**src/rtl/psg_pkg.sv**
```systemverilog
`default_nettype none

package psg_pkg;

    // Sizes of the permutation store
    localparam int MAX_ELEMENTS = 8;
    localparam int ELEM_W       = $clog2(MAX_ELEMENTS);
    localparam int NUM_W        = 4;
    localparam int PERM_W       = MAX_ELEMENTS * ELEM_W;
    localparam int IDX_W        = 16;
    localparam int ADV_W        = 8;
    localparam logic [NUM_W-1:0] RESET_ELEMENTS = NUM_W'(4);

    // Factorials of 0 through MAX_ELEMENTS
    localparam logic [IDX_W-1:0] FACT_TAB [0:8] = '{
        16'd1, 16'd1, 16'd2, 16'd6, 16'd24, 16'd120, 16'd720, 16'd5040, 16'd40320
    };

    // Direction codes per element
    typedef enum logic [1:0] {
        DIR_STOP  = 2'd0,
        DIR_RIGHT = 2'd1,
        DIR_LEFT  = 2'd2
    } t_dir;

    // Commands from controller to datapath
    typedef struct packed {
        logic start;
        logic step;
        logic load;
    } t_dp_cmd;

    // Clamp the register value to the supported element count
    function automatic logic [NUM_W-1:0] active_n(input logic [NUM_W-1:0] raw);
        logic [NUM_W-1:0] res;
        res = raw;
        if (raw == '0) begin
            res = NUM_W'(1);
        end else if (raw > NUM_W'(MAX_ELEMENTS)) begin
            res = NUM_W'(MAX_ELEMENTS);
        end
        return res;
    endfunction

endpackage

`default_nettype wire

```
**src/rtl/psg_ctrl.sv**
```systemverilog
`default_nettype none

module psg_ctrl (
    input  wire logic                      i_clk,
    input  wire logic                      i_rst_n,
    input  wire logic                      i_valid,
    input  wire logic [psg_pkg::ADV_W-1:0] i_advance_count,
    output logic                           o_ready,
    output logic                           o_valid,
    input  wire logic                      i_ready,
    output psg_pkg::t_dp_cmd               o_cmd
);

    typedef enum logic [1:0] {
        ST_IDLE,
        ST_RUN,
        ST_DONE
    } t_state;

    t_state                    r_state;
    logic [psg_pkg::ADV_W-1:0] r_remain;
    logic                      r_out_valid;
    logic                      accept;
    logic                      out_free;

    assign o_ready  = (r_state == ST_IDLE);
    assign accept   = i_valid && o_ready;
    assign out_free = !r_out_valid || i_ready;
    assign o_valid  = r_out_valid;

    // Issue datapath commands
    assign o_cmd.start = accept;
    assign o_cmd.step  = (r_state == ST_RUN);
    assign o_cmd.load  = (r_state == ST_DONE) && out_free;

    // Sequence one request: take it, step it, hand the result over
    always_ff @(posedge i_clk) begin
        if (!i_rst_n) begin
            r_state     <= ST_IDLE;
            r_remain    <= '0;
            r_out_valid <= 1'b0;
        end else begin
            if (r_out_valid && i_ready && !o_cmd.load) begin
                r_out_valid <= 1'b0;
            end
            unique case (r_state)
                ST_IDLE: begin
                    if (accept) begin
                        r_remain <= i_advance_count;
                        r_state  <= (i_advance_count == '0) ? ST_DONE : ST_RUN;
                    end
                end
                ST_RUN: begin
                    r_remain <= r_remain - psg_pkg::ADV_W'(1);
                    if (r_remain == psg_pkg::ADV_W'(1)) begin
                        r_state <= ST_DONE;
                    end
                end
                ST_DONE: begin
                    if (out_free) begin
                        r_out_valid <= 1'b1;
                        r_state     <= ST_IDLE;
                    end
                end
                default: begin
                    r_state <= ST_IDLE;
                end
            endcase
        end
    end

endmodule

`default_nettype wire

```
**src/rtl/psg_dp.sv**
```systemverilog
`default_nettype none

module psg_dp (
    input  wire logic                       i_clk,
    input  wire logic                       i_rst_n,
    input  wire logic                       i_cfg_we,
    input  wire logic [psg_pkg::NUM_W-1:0]  i_elements_in_use,
    input  wire psg_pkg::t_dp_cmd           i_cmd,
    output logic [psg_pkg::PERM_W-1:0]      o_perm_packed,
    output logic                            o_step_status,
    output logic [psg_pkg::IDX_W-1:0]       o_perm_index
);

    localparam int N  = psg_pkg::MAX_ELEMENTS;
    localparam int EW = psg_pkg::ELEM_W;
    localparam int NW = psg_pkg::NUM_W;
    localparam int CW = psg_pkg::IDX_W;

    // Permutation state
    logic [EW-1:0]   r_val [N];
    psg_pkg::t_dir   r_dir [N];
    logic [CW-1:0]   r_cnt;
    logic            r_stat;
    logic [NW-1:0]   r_elem;
    logic [EW-1:0]   n_val [N];
    psg_pkg::t_dir   n_dir [N];
    logic [CW-1:0]   n_cnt;
    logic            n_stat;

    // Output registers
    logic [psg_pkg::PERM_W-1:0] r_out_packed;
    logic                       r_out_stat;
    logic [CW-1:0]              r_out_idx;

    // Step working signals
    logic [NW-1:0]              act_n;
    logic [CW-1:0]              limit;
    logic [CW-1:0]              cnt_inc;
    logic                       found;
    logic [EW-1:0]              best;
    logic [EW-1:0]              mx;
    logic                       go_left;
    logic                       at_edge;
    logic                       outer;
    logic [EW-1:0]              tgt;
    logic [EW-1:0]              beyond;
    logic [psg_pkg::PERM_W-1:0] packed_now;

    assign act_n   = psg_pkg::active_n(r_elem);
    assign limit   = psg_pkg::FACT_TAB[act_n];
    assign cnt_inc = r_cnt + CW'(1);

    // Scan for the largest mobile element
    always_comb begin
        found = 1'b0;
        best  = '0;
        mx    = '0;
        for (int i = 0; i < N; i++) begin
            if ((NW'(i) < act_n) &&
                (r_dir[i] == psg_pkg::DIR_LEFT || r_dir[i] == psg_pkg::DIR_RIGHT) &&
                (!found || r_val[i] > mx)) begin
                found = 1'b1;
                best  = EW'(i);
                mx    = r_val[i];
            end
        end
    end

    // Mover geometry
    assign go_left = (r_dir[best] == psg_pkg::DIR_LEFT);
    assign at_edge = go_left ? (best == '0) : ({1'b0, best} == act_n - NW'(1));
    assign outer   = go_left ? (best == EW'(1)) : ({1'b0, best} == act_n - NW'(2));
    assign tgt     = go_left ? best - EW'(1) : best + EW'(1);
    assign beyond  = go_left ? best - EW'(2) : best + EW'(2);

    // Next state: restart, clear status, or take one step
    always_comb begin
        n_val  = r_val;
        n_dir  = r_dir;
        n_cnt  = r_cnt;
        n_stat = r_stat;
        if (i_cfg_we) begin
            for (int i = 0; i < N; i++) begin
                n_val[i] = EW'(i);
                n_dir[i] = psg_pkg::DIR_LEFT;
            end
            n_dir[0] = psg_pkg::DIR_STOP;
            n_cnt    = CW'(1);
        end else if (i_cmd.start) begin
            n_stat = 1'b0;
        end else if (i_cmd.step) begin
            if (r_cnt > limit) begin
                n_stat = 1'b1;
            end else begin
                n_cnt = cnt_inc;
                if (cnt_inc > limit) begin
                    n_stat = 1'b1;
                end else begin
                    n_stat = 1'b0;
                    if (found) begin
                        // Swap the mover toward its direction
                        if (!at_edge) begin
                            n_val[best] = r_val[tgt];
                            n_val[tgt]  = mx;
                            n_dir[best] = r_dir[tgt];
                            if (outer || r_val[beyond] > mx) begin
                                n_dir[tgt] = psg_pkg::DIR_STOP;
                            end else begin
                                n_dir[tgt] = r_dir[best];
                            end
                        end
                        // Re-enable larger elements around the old position
                        for (int i = 0; i < N; i++) begin
                            if ((NW'(i) < act_n) && (n_val[i] > mx)) begin
                                if (EW'(i) < best) begin
                                    n_dir[i] = psg_pkg::DIR_RIGHT;
                                end else if (EW'(i) > best) begin
                                    n_dir[i] = psg_pkg::DIR_LEFT;
                                end
                            end
                        end
                    end
                end
            end
        end
    end

    // Pack elements in use, zero above
    always_comb begin
        packed_now = '0;
        for (int i = 0; i < N; i++) begin
            if (NW'(i) < act_n) begin
                packed_now[EW*i +: EW] = r_val[i];
            end
        end
    end

    // Hold permutation state and element count
    always_ff @(posedge i_clk) begin
        if (!i_rst_n) begin
            for (int i = 0; i < N; i++) begin
                r_val[i] <= EW'(i);
                r_dir[i] <= psg_pkg::DIR_LEFT;
            end
            r_dir[0] <= psg_pkg::DIR_STOP;
            r_cnt    <= CW'(1);
            r_stat   <= 1'b0;
            r_elem   <= psg_pkg::RESET_ELEMENTS;
        end else begin
            r_val  <= n_val;
            r_dir  <= n_dir;
            r_cnt  <= n_cnt;
            r_stat <= n_stat;
            if (i_cfg_we) begin
                r_elem <= i_elements_in_use;
            end
        end
    end

    // Capture the result
    always_ff @(posedge i_clk) begin
        if (i_cmd.load) begin
            r_out_packed <= packed_now;
            r_out_stat   <= r_stat;
            r_out_idx    <= r_cnt;
        end
    end

    assign o_perm_packed = r_out_packed;
    assign o_step_status = r_out_stat;
    assign o_perm_index  = r_out_idx;

endmodule

`default_nettype wire

```
**src/rtl/permutation_step_generator.sv**
```systemverilog
// A request steps the permutation once per advance_count in ST_RUN, then ST_DONE loads the result
// and raises o_valid once the output is free; one request at a time, one permutation step per cycle,
// set by the combinational largest-mobile-element scan and swap in the datapath.
// The next request is taken while a finished result still waits on the output.
// Reset (i_rst_n low, synchronous): 4 elements, identity permutation, all pointing left
// with element 0 stopped, index 1, no result pending.
`default_nettype none

module permutation_step_generator (
    input  wire logic                       i_clk,
    input  wire logic                       i_rst_n,
    input  wire logic                       i_cfg_we,
    input  wire logic [psg_pkg::NUM_W-1:0]  i_elements_in_use,
    input  wire logic                       i_valid,
    output logic                            o_ready,
    input  wire logic [psg_pkg::ADV_W-1:0]  i_advance_count,
    output logic                            o_valid,
    input  wire logic                       i_ready,
    output logic [psg_pkg::PERM_W-1:0]      o_perm_packed,
    output logic                            o_step_status,
    output logic [psg_pkg::IDX_W-1:0]       o_perm_index
);

    psg_pkg::t_dp_cmd cmd;

    psg_ctrl u_ctrl (
        .i_clk           (i_clk),
        .i_rst_n         (i_rst_n),
        .i_valid         (i_valid),
        .i_advance_count (i_advance_count),
        .o_ready         (o_ready),
        .o_valid         (o_valid),
        .i_ready         (i_ready),
        .o_cmd           (cmd)
    );

    psg_dp u_dp (
        .i_clk             (i_clk),
        .i_rst_n           (i_rst_n),
        .i_cfg_we          (i_cfg_we),
        .i_elements_in_use (i_elements_in_use),
        .i_cmd             (cmd),
        .o_perm_packed     (o_perm_packed),
        .o_step_status     (o_step_status),
        .o_perm_index      (o_perm_index)
    );

endmodule

`default_nettype wire

```
**config.mk**
```make
export PLATFORM = sky130hd
export DESIGN_NAME = permutation_step_generator
export DESIGN_NICKNAME = d
export VERILOG_FILES = /design/src/rtl/psg_pkg.sv /design/src/rtl/psg_ctrl.sv /design/src/rtl/psg_dp.sv /design/src/rtl/permutation_step_generator.sv
export SDC_FILE = /design/constraint.sdc
export NUM_CORES = 1
export LEC_CHECK = 0
export BUFFER_PORTS_ARGS = -buffer_cell sky130_fd_sc_hd__buf_4
export CAP_MARGIN = 30
export CORE_AREA = 2 2 159 161
export DETAILED_ROUTE_END_ITERATION = 12
export DIE_AREA = 0 0 161 163
export GPL_ROUTABILITY_DRIVEN = 0
export SLEW_MARGIN = 25
export SYNTH_ARGS = -nofsm -noshare
export SYNTH_HDL_FRONTEND = slang
export SYNTH_SLANG_ARGS = --single-unit
```
**constraint.sdc**
```tcl
create_clock -name i_clk -period 15 [get_ports i_clk]
set_clock_uncertainty 0.15 [all_clocks]
set_input_delay 0 -clock i_clk [delete_from_list [all_inputs] [get_ports i_clk]]
set_output_delay 0 -clock i_clk [all_outputs]
set_load 0.005 [all_outputs]
```
# Word level (Yosys, flattened, before mapping)
# Memories as Yosys holds them, arrays and structs flattened.
# Cells that the tools add are included.
dict set report totals {
  elab_cells 296
  mem_bits_ro 256
  mem_count 1
  regBits 113
}
dict set report classes {
  n_reduce_logical 67
  muxes 102
  addsub 8
  n_eq_ne 26
  n_lt_le_gt_ge 49
  bitwise 11
}
# memory depth width rd rd_ports_with_merged_regs wr line_no
set mem_list {}
lappend mem_list {{(no name shown)} 16 16 1 0 0 psg_dp.sv:50} ;# assign limit = psg_pkg::FACT_TAB[act_n];
# operator count
set ops {}
lappend ops {{24-bit two-way mux} 7}
lappend ops {{2-bit two-way mux} 36}
lappend ops {{16-bit two-way mux} 4}
lappend ops {{3-bit two-way mux} 20}
lappend ops {{24-bit bitwise mux} 2}
lappend ops {{3-bit greater-than comparator} 16}
lappend ops {{16-bit bitwise mux} 2}
lappend ops {{16-bit greater-than comparator} 2}
lappend ops {{1-bit logical AND} 29}
lappend ops {{2-bit equality test, second input constant} 10}
lappend ops {{3-bit binary-select mux with 3-bit select} 2}
lappend ops {{3-bit demux with 3-bit select} 2}
lappend ops {{2-bit by 1-bit equality test with 1-bit output, second input constant} 9}
lappend ops {{1-bit two-way mux} 18}
lappend ops {{1-bit logical OR} 17}
lappend ops {{16-bit by 1-bit adder with 16-bit output, second input constant} 1}
lappend ops {{16-bit bitwise AND} 1}
lappend ops {{3-bit by 4-bit < comparator with 1-bit output, first input constant} 4}
lappend ops {{16-bit inverter} 1}
lappend ops {{8-bit case mux with 2 select lines} 1}
lappend ops {{2-bit binary-select mux with 3-bit select} 2}
lappend ops {{2-bit demux with 3-bit select} 2}
lappend ops {{4-bit greater-or-equal comparator, second input constant} 3}
lappend ops {{3-bit greater-than comparator, first input constant} 4}
lappend ops {{other kinds (38)} 68}

# Longest topological paths before layout
# Gate-level depths: netlist of run 1.
dict set report depth {
  word_depth 56
  ltp_mapped 81
  depth_no_buf 75
}

# By module
# A second synthesis of run 1 with hierarchy kept.
dict set report unflattened {
  hier_cells 1173
  area_unflattened_um2 10027.1
}
# module cells_per_inst seq_area_each_um2 n_inst area_per_inst_um2
set modules_own_cells {}
lappend modules_own_cells {psg_dp 1085 2452.4 1 9291.4}
lappend modules_own_cells {psg_ctrl 88 220.2 1 735.7}

# Worst setup path after synthesis of run 1
# OpenSTA, ideal clock, no wires.
dict set report synth_timing {
  path_kind {register -> register}
  from {register u_dp.r_elem[3]}
  to {register u_dp.r_dir[9] (netlist name)}
  path_buffers 10
  path_stages_with_launch 77
  arrival_ps 15618
  synth_period_minus_slack_ps 15883
  setup_slack_ps -883
  path_cell_list {dfxtp_1 > buf_4 > clkbuf_1 > nor2b_1 > inv_1 > ha_1 > or3b_4 > and2_1 > nand2_1 > ha_1 > a211oi_1 > o21ai_0 > a32o_1 > inv_1 > ha_1 > nor2b_1 > o21ai_0 > a32oi_1 > [... 41 more ...] > buf_1 > buf_1 > ha_1 > clkbuf_1 > clkbuf_1 > nor2_1 > o211ai_1 > nand2_1 > a222oi_1 > nand2_2 > o21bai_1 > ha_1 > a311oi_1 > and2_1 > nand2_1 > o22ai_1 > a211oi_1 > o21ba_2}
}
dict set report synth_between {
  elab_chain_cells 56
  elab_cells_between_ends 148
  cone_classes {add/sub (6); order compare (26); eq/ne (4); mux (67); bitwise (8); reduce/logical (36); memory (1)}
}
# item line_no
set synth_rtl {}
lappend synth_rtl {{start, declared} psg_dp.sv:24} ;# logic [NW-1:0] r_elem;
lappend synth_rtl {{start signal, assigned} psg_dp.sv:148} ;# r_elem <= psg_pkg::RESET_ELEMENTS;
lappend synth_rtl {{start signal, assigned} psg_dp.sv:155} ;# r_elem <= i_elements_in_use;
lappend synth_rtl {{4-bit greater-than comparator} psg_pkg.sv:39} ;# end else if (raw > NUM_W'(MAX_ELEMENTS)) begin
lappend synth_rtl {{4-bit two-way mux} psg_pkg.sv:39}
lappend synth_rtl {{4-bit two-way mux (*)} psg_pkg.sv:37} ;# if (raw == '0) begin
lappend synth_rtl {{1-bit by 4-bit < comparator with 1-bit output} psg_dp.sv:59} ;# if ((NW'(i) < act_n) &&
lappend synth_rtl {{1-bit logical AND} psg_dp.sv:59}
lappend synth_rtl {{3-bit two-way mux or 1-bit two-way mux (tied branches)} psg_dp.sv:59}
lappend synth_rtl {{3-bit greater-than comparator or 1-bit logical NOT (tied branches)} psg_dp.sv:61} ;# (!found || r_val[i] > mx)) begin
lappend synth_rtl {{1-bit logical OR} psg_dp.sv:61}
lappend synth_rtl {{[... 40 more ...]} --}
lappend synth_rtl {{24-bit two-way mux} psg_dp.sv:96} ;# if (cnt_inc > limit) begin
lappend synth_rtl {{24-bit two-way mux} psg_dp.sv:92} ;# if (r_cnt > limit) begin
lappend synth_rtl {{24-bit two-way mux} psg_dp.sv:91} ;# end else if (i_cmd.step) begin
lappend synth_rtl {{24-bit two-way mux} psg_dp.sv:89} ;# end else if (i_cmd.start) begin
lappend synth_rtl {{24-bit two-way mux} psg_dp.sv:82} ;# if (i_cfg_we) begin
lappend synth_rtl {{3-bit greater-than comparator} psg_dp.sv:114} ;# if ((NW'(i) < act_n) && (n_val[i] > mx)) begin
lappend synth_rtl {{1-bit logical AND} psg_dp.sv:114}
lappend synth_rtl {{2-bit two-way mux} psg_dp.sv:114}
lappend synth_rtl {{end signal, assigned by index} psg_dp.sv:143} ;# r_dir[i] <= psg_pkg::DIR_LEFT;
lappend synth_rtl {{end signal, assigned} psg_dp.sv:151} ;# r_dir <= n_dir;
lappend synth_rtl {{end, declared} psg_dp.sv:21} ;# psg_pkg::t_dir r_dir [N];
# Every way passes the cells marked *; elsewhere a longest branch is shown, timed or not. The select of a mux whose other input is x is not followed.
# A chain may end at the register's enable or synchronous reset.

# Worst setup path in the final report of run 1
dict set report layout_timing {
  from {register u_dp.r_elem[1]}
  to {register u_dp.r_dir[7] (netlist name)}
}
# The elaborated chain is that of the path after synthesis.

==> run summary, run 1 <==
Num rows: 58
Setup TNS: 0 ns
ANT nets after route: 0
First-pass iteration count of the detailed router: 7
Die Ht: 163 um
Register area share after synthesis: 27.5%
Yosys warns: 0
Fmax: 0.0688 GHz
Post-synth cell types: 92
Gr usage total: 26.8%
Die area: 26200 um2
Clock Path Buffers: 2
Fin. max-slew vios: 0
Synthesized area per cell: 8.55 um2
I/O Buffers: 59
Wire per inst: 22.5 um
Post-Place Worst Slack: -0.332 ns
Clk pin slew, worst setup/hold paths: 0.06 ns
Maximum number of pins on one net before global-route repair: 47
DRT Wirelength: 36800 um
Core ar.: 24700 um2
Slew of the pin with the lowest slew margin: 1.18 ns
FFs w/ async S/R, synth: 0%
Worst setup SP type: register
Initial antenna violation count: 1
Post-synthesis net count: 1253
Main synth FF type: dfxtp_1
Crit-path most repeated cell: ha_1
CP max-delay cell: a2111o_1
Final hold vios: 0
CTS tree: done
Status: finished clean
Min Hold Slack: 0.293 ns
I/O pin count: 60
CTS Buf Count: 17
Initial Util: 39.4%
Share of layout cells above drive strength 1: 24.7%
WP data arrival: 14.70 ns
Post-synth EDFFs: 41
P&R area growth vs syn: 30.9%
H-tree depth: 4
Most common cell after layout, fill and taps aside: buf_4
Clk root buf: clkbuf_16
Worst Path Max Fanout: 7
DR vias: 10400
Synth Register Bits: 113
WP data required: 15.16 ns
# DRC: 0
Post-DP HPWL: 25800 um
CP max stage delay: 0.42 ns
Clk sink count: 113
Gr ovfl total: 0
Syn Inst Count: 1137
Period minus WS final: 14.54 ns
FILL cells: 2285
Vias per inst: 6.34
Setup crit end kind: register
Relative slew slack: 21.2%
First-pass GRT wire length: 54200 um
Worst setup path class: reg2reg
Synth Cell Area: 9730 um2
1st-iter DRT viols: 1286
Period utilization: 96.9%
Vias in the first global route: 9492
Commonest non-fill, non-tap cells in the layout: 137 x buf_4, 95 x nor2_1, 93 x nand2_1, 91 x ha_1, 72 x dfxtp_1
Worst-skew pair later-pin latency: 0.42 ns
Maxcap violations: 0
DIE WIDTH: 161 um
HP Class: reg2reg
Final setup margin: 0.462 ns
Cells after DPL: 1527
Layout Nets: 1409
Final setup viols: 0
Cell Count, Final, Fillers Out: 1637
-- flip-flops by register name, summed over array words and instances, names as in the netlist, 2 cells and up --
register	cells
u_dp.r_cnt	16
u_dp.r_dir	16
u_dp.o_perm_packed	24
u_ctrl.r_state	2
u_dp.r_elem	4
u_dp.r_val	24
u_dp.o_perm_index	16
u_ctrl.r_remain	8
-- area by class of cell --
cell class | instances | area (um2) | share of cell area (%)
inverters | 58 | 220 | 1.73
repair buffers | 182 | 1510 | 11.9
well taps | 330 | 413 | 3.24
multi-input cells | 921 | 7300 | 57.3
flip-flops and latches | 113 | 2670 | 21.0
clock buffers | 18 | 439 | 3.45
clock inverters | 14 | 176 | 1.39
diodes | 1 | 2.50 | 0.0197
-- Yosys cell counts (6+ instances only) --
cell type	count	area (um2)
a211o_1	6	52.6
a211oi_1	8	60.1
a21boi_0	8	60.1
a21o_1	21	158
a21oi_1	64	320
a221oi_1	6	52.6
a22oi_1	6	45.0
a311oi_1	8	70.1
a31oi_1	22	138
a32oi_1	14	123
and2_1	22	138
and3_1	19	119
buf_2	12	60.1
clkbuf_1	27	101
dfxtp_1	72	1440
edfxtp_1	41	1230
ha_1	99	1240
inv_1	56	210
mux2_2	13	146
mux2i_1	31	310
nand2_1	98	368
nand2b_1	14	87.6
nand3_1	31	155
nand4_1	10	62.6
nor2_1	96	360
nor2b_1	25	156
nor3_1	20	100
o211ai_1	11	82.6
o21a_1	16	120
o21ai_0	49	245
o221ai_1	8	70.1
o22ai_1	15	93.8
o31ai_1	15	113
o32ai_1	6	52.6
or3_1	6	37.5
xnor2_1	20	175
xor2_1	23	201
-- kinds of logic (layout without fill, tap and decap cells) --
| kind of cell | count (synthesis) | after routing | synth area share (%) |
|---|---|---|---|
| and+or+nand+nor | 368 | 368 | 18.6 |
| AOI/OAI and AO/OA | 361 | 362 | 27.2 |
| DFF | 113 | 113 | 27.5 |
| buffers and inverters | 104 | 272 | 4.25 |
| adders and majority gates | 99 | 99 | 12.7 |
| muxes | 49 | 49 | 5.85 |
| xor gates and xnor gates | 43 | 43 | 3.87 |
| other | 0 | 1 | 0 |
-- through the flow --
stage          utilization [%]  cell area, um2
2_1_floorplan                -            9770
3_3_place_gp              43.8           10800
3_5_place_dp              43.8           10800
4_1_cts                   48.2           11900
5_1_grt                   51.6           12700
6_report                  51.6           12700
-- routing by layer --
metal | GRT usage [%] | share of wire, %
met1 | 34.7 | 40
met2 | 39.9 | 42
met3 | 8.05 | 12
met4 | 14.5 | 6.1
met5 | 0 | 0
-- final timing paths --
check,start,to,slack (ns),cells after the start
worst min-delay path,u_dp.r_stat,u_dp.o_step_status,0.29,0
worst max-delay path,u_dp.r_elem[1],u_dp.r_dir[7],0.46,72
worst min register to register,u_dp.r_stat,u_dp.o_step_status,0.29,0
worst max register to register,u_dp.r_elem[1],u_dp.r_dir[7],0.46,72
-- worst max-delay path: cells and delay by family, from the launching register on --
family	cells	cell delay, ns
flops	1	0.34
mux	4	1.33
compound gates	34	6.92
simple gates	15	2.18
fa+ha+maj	9	2.23
buf+inv	10	1.25
-- repair_timing --
| action | in CTS | in global routing |
|---|---|---|
| endpoints found under the hold margin | 22 | 0 |
| pin swaps | 5 | 50 |
| hold buffers | 34 | 0 |
| endpoints found under the setup margin | 16 | 27 |
| gates resized for setup | 14 | 109 |
| setup buffers | 7 | 34 |
| cloned | 0 | 2 |
Power of run 1 is not shown: default switching activity piles up to over one toggle a cycle in this logic, so the estimate is an artifact.
==> run 2, diff against run 1 <==
- CORE_AREA: 2 2 159 161 -> 2 2 162 164
- DIE_AREA: 0 0 161 163 -> 0 0 164 166
- SYNTH_HIERARCHICAL: default -> 1
==> run 2 against run 1 <==
Setup slack improved by 0.012 ns. Sequential cell count unchanged. Hold slack improved by 0.0021 ns. Via count decreased by 1.7%. Sequential share of layout area increased by 0.074 points. Non-clock buffer count decreased by 3. Maximum frequency about the same. Global-route usage decreased by 2.2 points.
==> run summary, run 2 <==
CTS Buf Count: 17 (unchanged)
I/O pin count: 60 (unchanged)
Worst reg2reg path endpoint: u_dp/r_dir[5] (was u_dp.r_dir[7])
Num rows: 59 (was 58)
Post-synth EDFFs: 41 (unchanged)
FFs w/ async S/R, synth: 0% (unchanged)
ANT nets after route: 0 (unchanged)
Worst-skew pair later-pin latency: 0.43 ns (was 0.42 ns)
Layout Nets: 1440 (was 1409)
CP Buf/Inv Count: 10 (unchanged)
Post-DP HPWL: 24500 um (was 25800 um)
Synthesized area per cell: 8.55 um2 (about the same)
WP data arrival: 14.75 ns (was 14.70 ns)
Crit path max-delay family: compound AO/OA/AOI/OAI gates (unchanged)
Register area share after synthesis: 26.7% (was 27.5%)
Vias per inst: 6.10 (was 6.34)
H-tree depth: 4 (unchanged)
I/O Buffers: 59 (unchanged)
DRT Wirelength: 34500 um (was 36800 um)
N_diodes: 0 (was 1)
Final setup viols: 0 (unchanged)
Slew of the pin with the lowest slew margin: 0.909 ns (was 1.18 ns)
CP max stage delay: 0.41 ns (was 0.42 ns)
Wire per inst: 20.6 um (was 22.5 um)
Crit-path most repeated cell: ha_1 (unchanged)
1st-iter DRT viols: 1217 (was 1286)
Met1 Usage GRT: 33.2% (was 34.7%)
Yosys warns: 6 (was 0)
Period minus WS final: 14.53 ns (was 14.54 ns)
Setup crit end kind: register (unchanged)
Area contributors post-synth: dfxtp_1 14%, ha_1 12%, edfxtp_1 12%, mux2i_1 5.5%, nand2_1 4.2% (was dfxtp_1 15%, ha_1 13%, edfxtp_1 13%, nand2_1 3.8%, nor2_1 3.7%)
Clk sink count: 113 (unchanged)
CP max-delay cell: or3b_4 (was a2111o_1)
P&R area growth vs syn: 26.6% (was 30.9%)
Worst setup SP type: register (unchanged)
First-pass GRT wire length: 52200 um (was 54200 um)
Post-synthesis net count: 1289 (was 1253)
Post-synth top area share: 14.4% (was 14.8%)
Final Util: 49.6% (was 51.6%)
Commonest non-fill, non-tap cells in the layout: 143 x buf_4, 110 x nand2_1, 95 x ha_1, 76 x nor2_1, 71 x dfxtp_1 (was 137 x buf_4, 95 x nor2_1, 93 x nand2_1, 91 x ha_1, 72 x dfxtp_1)
Period utilization: 96.8% (was 96.9%)
Initial Util: 39.1% (was 39.4%)
Initial antenna violation count: 0 (was 1)
DR vias: 10200 (was 10400)
Hold Startpoint: u_dp/r_stat (was u_dp.r_stat)
Post-synth cell types: 105 (was 92)
First-pass iteration count of the detailed router: 6 (was 7)
Synth Cell Area: 10000 um2 (was 9730 um2)
Synth top cells by count: 112 x nand2_1, 99 x ha_1, 83 x nor2_1, 75 x a21oi_1, 72 x dfxtp_1 (was 99 x ha_1, 98 x nand2_1, 96 x nor2_1, 72 x dfxtp_1, 64 x a21oi_1)
Synth Register Bits: 113 (unchanged)
Placed instance area: 11000 um2 (was 10800 um2)
Hold depth: 0 (unchanged)
Core ar.: 25600 um2 (was 24700 um2)
Hold EP: u_dp/o_step_status (was u_dp.o_step_status)
Worst Path Max Fanout: 11 (was 7)
Status: finished clean (unchanged)
Vias in the first global route: 9171 (was 9492)
Met3 Use GR: 3.87% (was 8.05%)
Largest area contributor in the netlist: dfxtp_1 (unchanged)
Final Instance Area: 12700 um2 (about the same)
Cell with the most instances after synthesis: nand2_1 (was ha_1)
HP Class: reg2reg (unchanged)
Main synth FF type: dfxtp_1 (unchanged)
WP data required: 15.22 ns (was 15.16 ns)
Maxcap violations: 0 (unchanged)
Fmax: 0.0688 GHz (about the same)
Gr ovfl total: 0 (unchanged)
Maximum number of pins on one net before global-route repair: 39 (was 47)
Clk pin slew, worst setup/hold paths: 0.06 ns (about the same)
Fin. max-slew vios: 0 (unchanged)
Reg2reg path depth: 80 (was 72)
DIE WIDTH: 164 um (was 161 um)
# DRC: 0 (unchanged)
Share of layout cells above drive strength 1: 23.0% (was 24.7%)
Worst setup path class: reg2reg (unchanged)
Clk root buf: clkbuf_16 (unchanged)
GR peak layer: met2 (unchanged)
Setup TNS: 0 ns (unchanged)
GR Util met2: 38.9% (was 39.9%)
Worst r2r src: u_dp/r_elem[2] (was u_dp.r_elem[1])
CTS tree: done (unchanged)
Gr usage total: 24.5% (was 26.8%)
Most common cell after layout, fill and taps aside: buf_4 (unchanged)
Syn Inst Count: 1173 (was 1137)
Worst reg2reg setup slack: 0.47 ns (was 0.46 ns)
Clock Path Buffers: 2 (unchanged)
Final hold vios: 0 (unchanged)
Relative slew slack: 39.2% (was 21.2%)
Min Hold Slack: 0.295 ns (was 0.293 ns)
Die Ht: 166 um (was 163 um)
Die area: 27200 um2 (was 26200 um2)
## run 2: changes by cell type in the layout (fill, tap and decap cells not counted), sizes merged, moves of 6 or more
| cell | previous run | this run |
|---|---|---|
| a21oi | 65 | 78 |
| dlygate4sd3 | 34 | 28 |
| a22oi | 7 | 14 |
| mux2i | 31 | 56 |
| nand3 | 31 | 25 |
| a32oi | 16 | 3 |
| o211ai | 12 | 18 |
| and3 | 19 | 10 |
| nand2 | 99 | 115 |
| xor2 | 23 | 17 |
| nor2 | 98 | 86 |
| o31ai | 16 | 6 |
| o21ai | 58 | 85 |
| a31oi | 22 | 14 |
## run 2: area by class of cell
type	instances	area, um2
clock buffer	18	429
clock inverter	14	179
fill	2369	12900
inverter	56	226
multi-input combinational	956	7310
sequential	113	2670
tap	335	419
timing repair buffer	179	1450
timing repair inverter	1	5.00
## run 2: metrics by stage
stage               instances  setup slack (ns)
floorplan                1173            0.0845
global placement         1554            -0.143
detailed placement       1556            -0.571
CTS                      1619            0.0374
global route             1672            -0.329
finish                   1672             0.474
## run 2: cell families (layout without fill, tap and decap cells)
family / Yosys count / in the layout / synth area share [%]
buf+inv: 105 / 268 / 4.58
xor+xnor: 40 / 40 / 3.57
simple gates: 371 / 371 / 18.6
flops: 113 / 113 / 26.7
mux: 71 / 72 / 7.55
fa+ha+maj: 99 / 99 / 12.4
compound gates: 374 / 374 / 26.7
## run 2: how the worst max path moves through the flow
stage,start,to,slack [ns],cells past startpoint
finish,u_dp/r_elem[2],u_dp/r_dir[5],0.47,80
global route,u_dp/r_elem[2],u_dp/r_dir[5],-0.33,80
CTS,u_dp/r_elem[1],u_dp/r_dir[15],0.04,78
detailed placement,u_dp/r_elem[1],u_dp/r_dir[5],-0.57,76
global placement,u_dp/r_elem[1],u_dp/r_dir[6],-0.14,76
floorplan,u_dp/r_elem[3],u_dp/r_dir[5],0.08,76
## run 2: repair_timing
| action | in CTS | in global routing |
|---|---|---|
| endpoints found under the setup margin | 16 | 17 |
| hold endpoints to repair | 16 | 0 |
| resized for setup | 11 | 84 |
| setup buffers | 3 | 51 |
| cloned | 0 | 2 |
| hold buffers | 28 | 0 |
| pin swaps | 3 | 34 |
## run 2: metal layers
layer	share of wire (%)	wire [um]
met2	45	15500
met4	4.5	1540
met3	9.1	3130
met1	41	14300
met5	0	0
Power of run 2 is left out for the same reason.
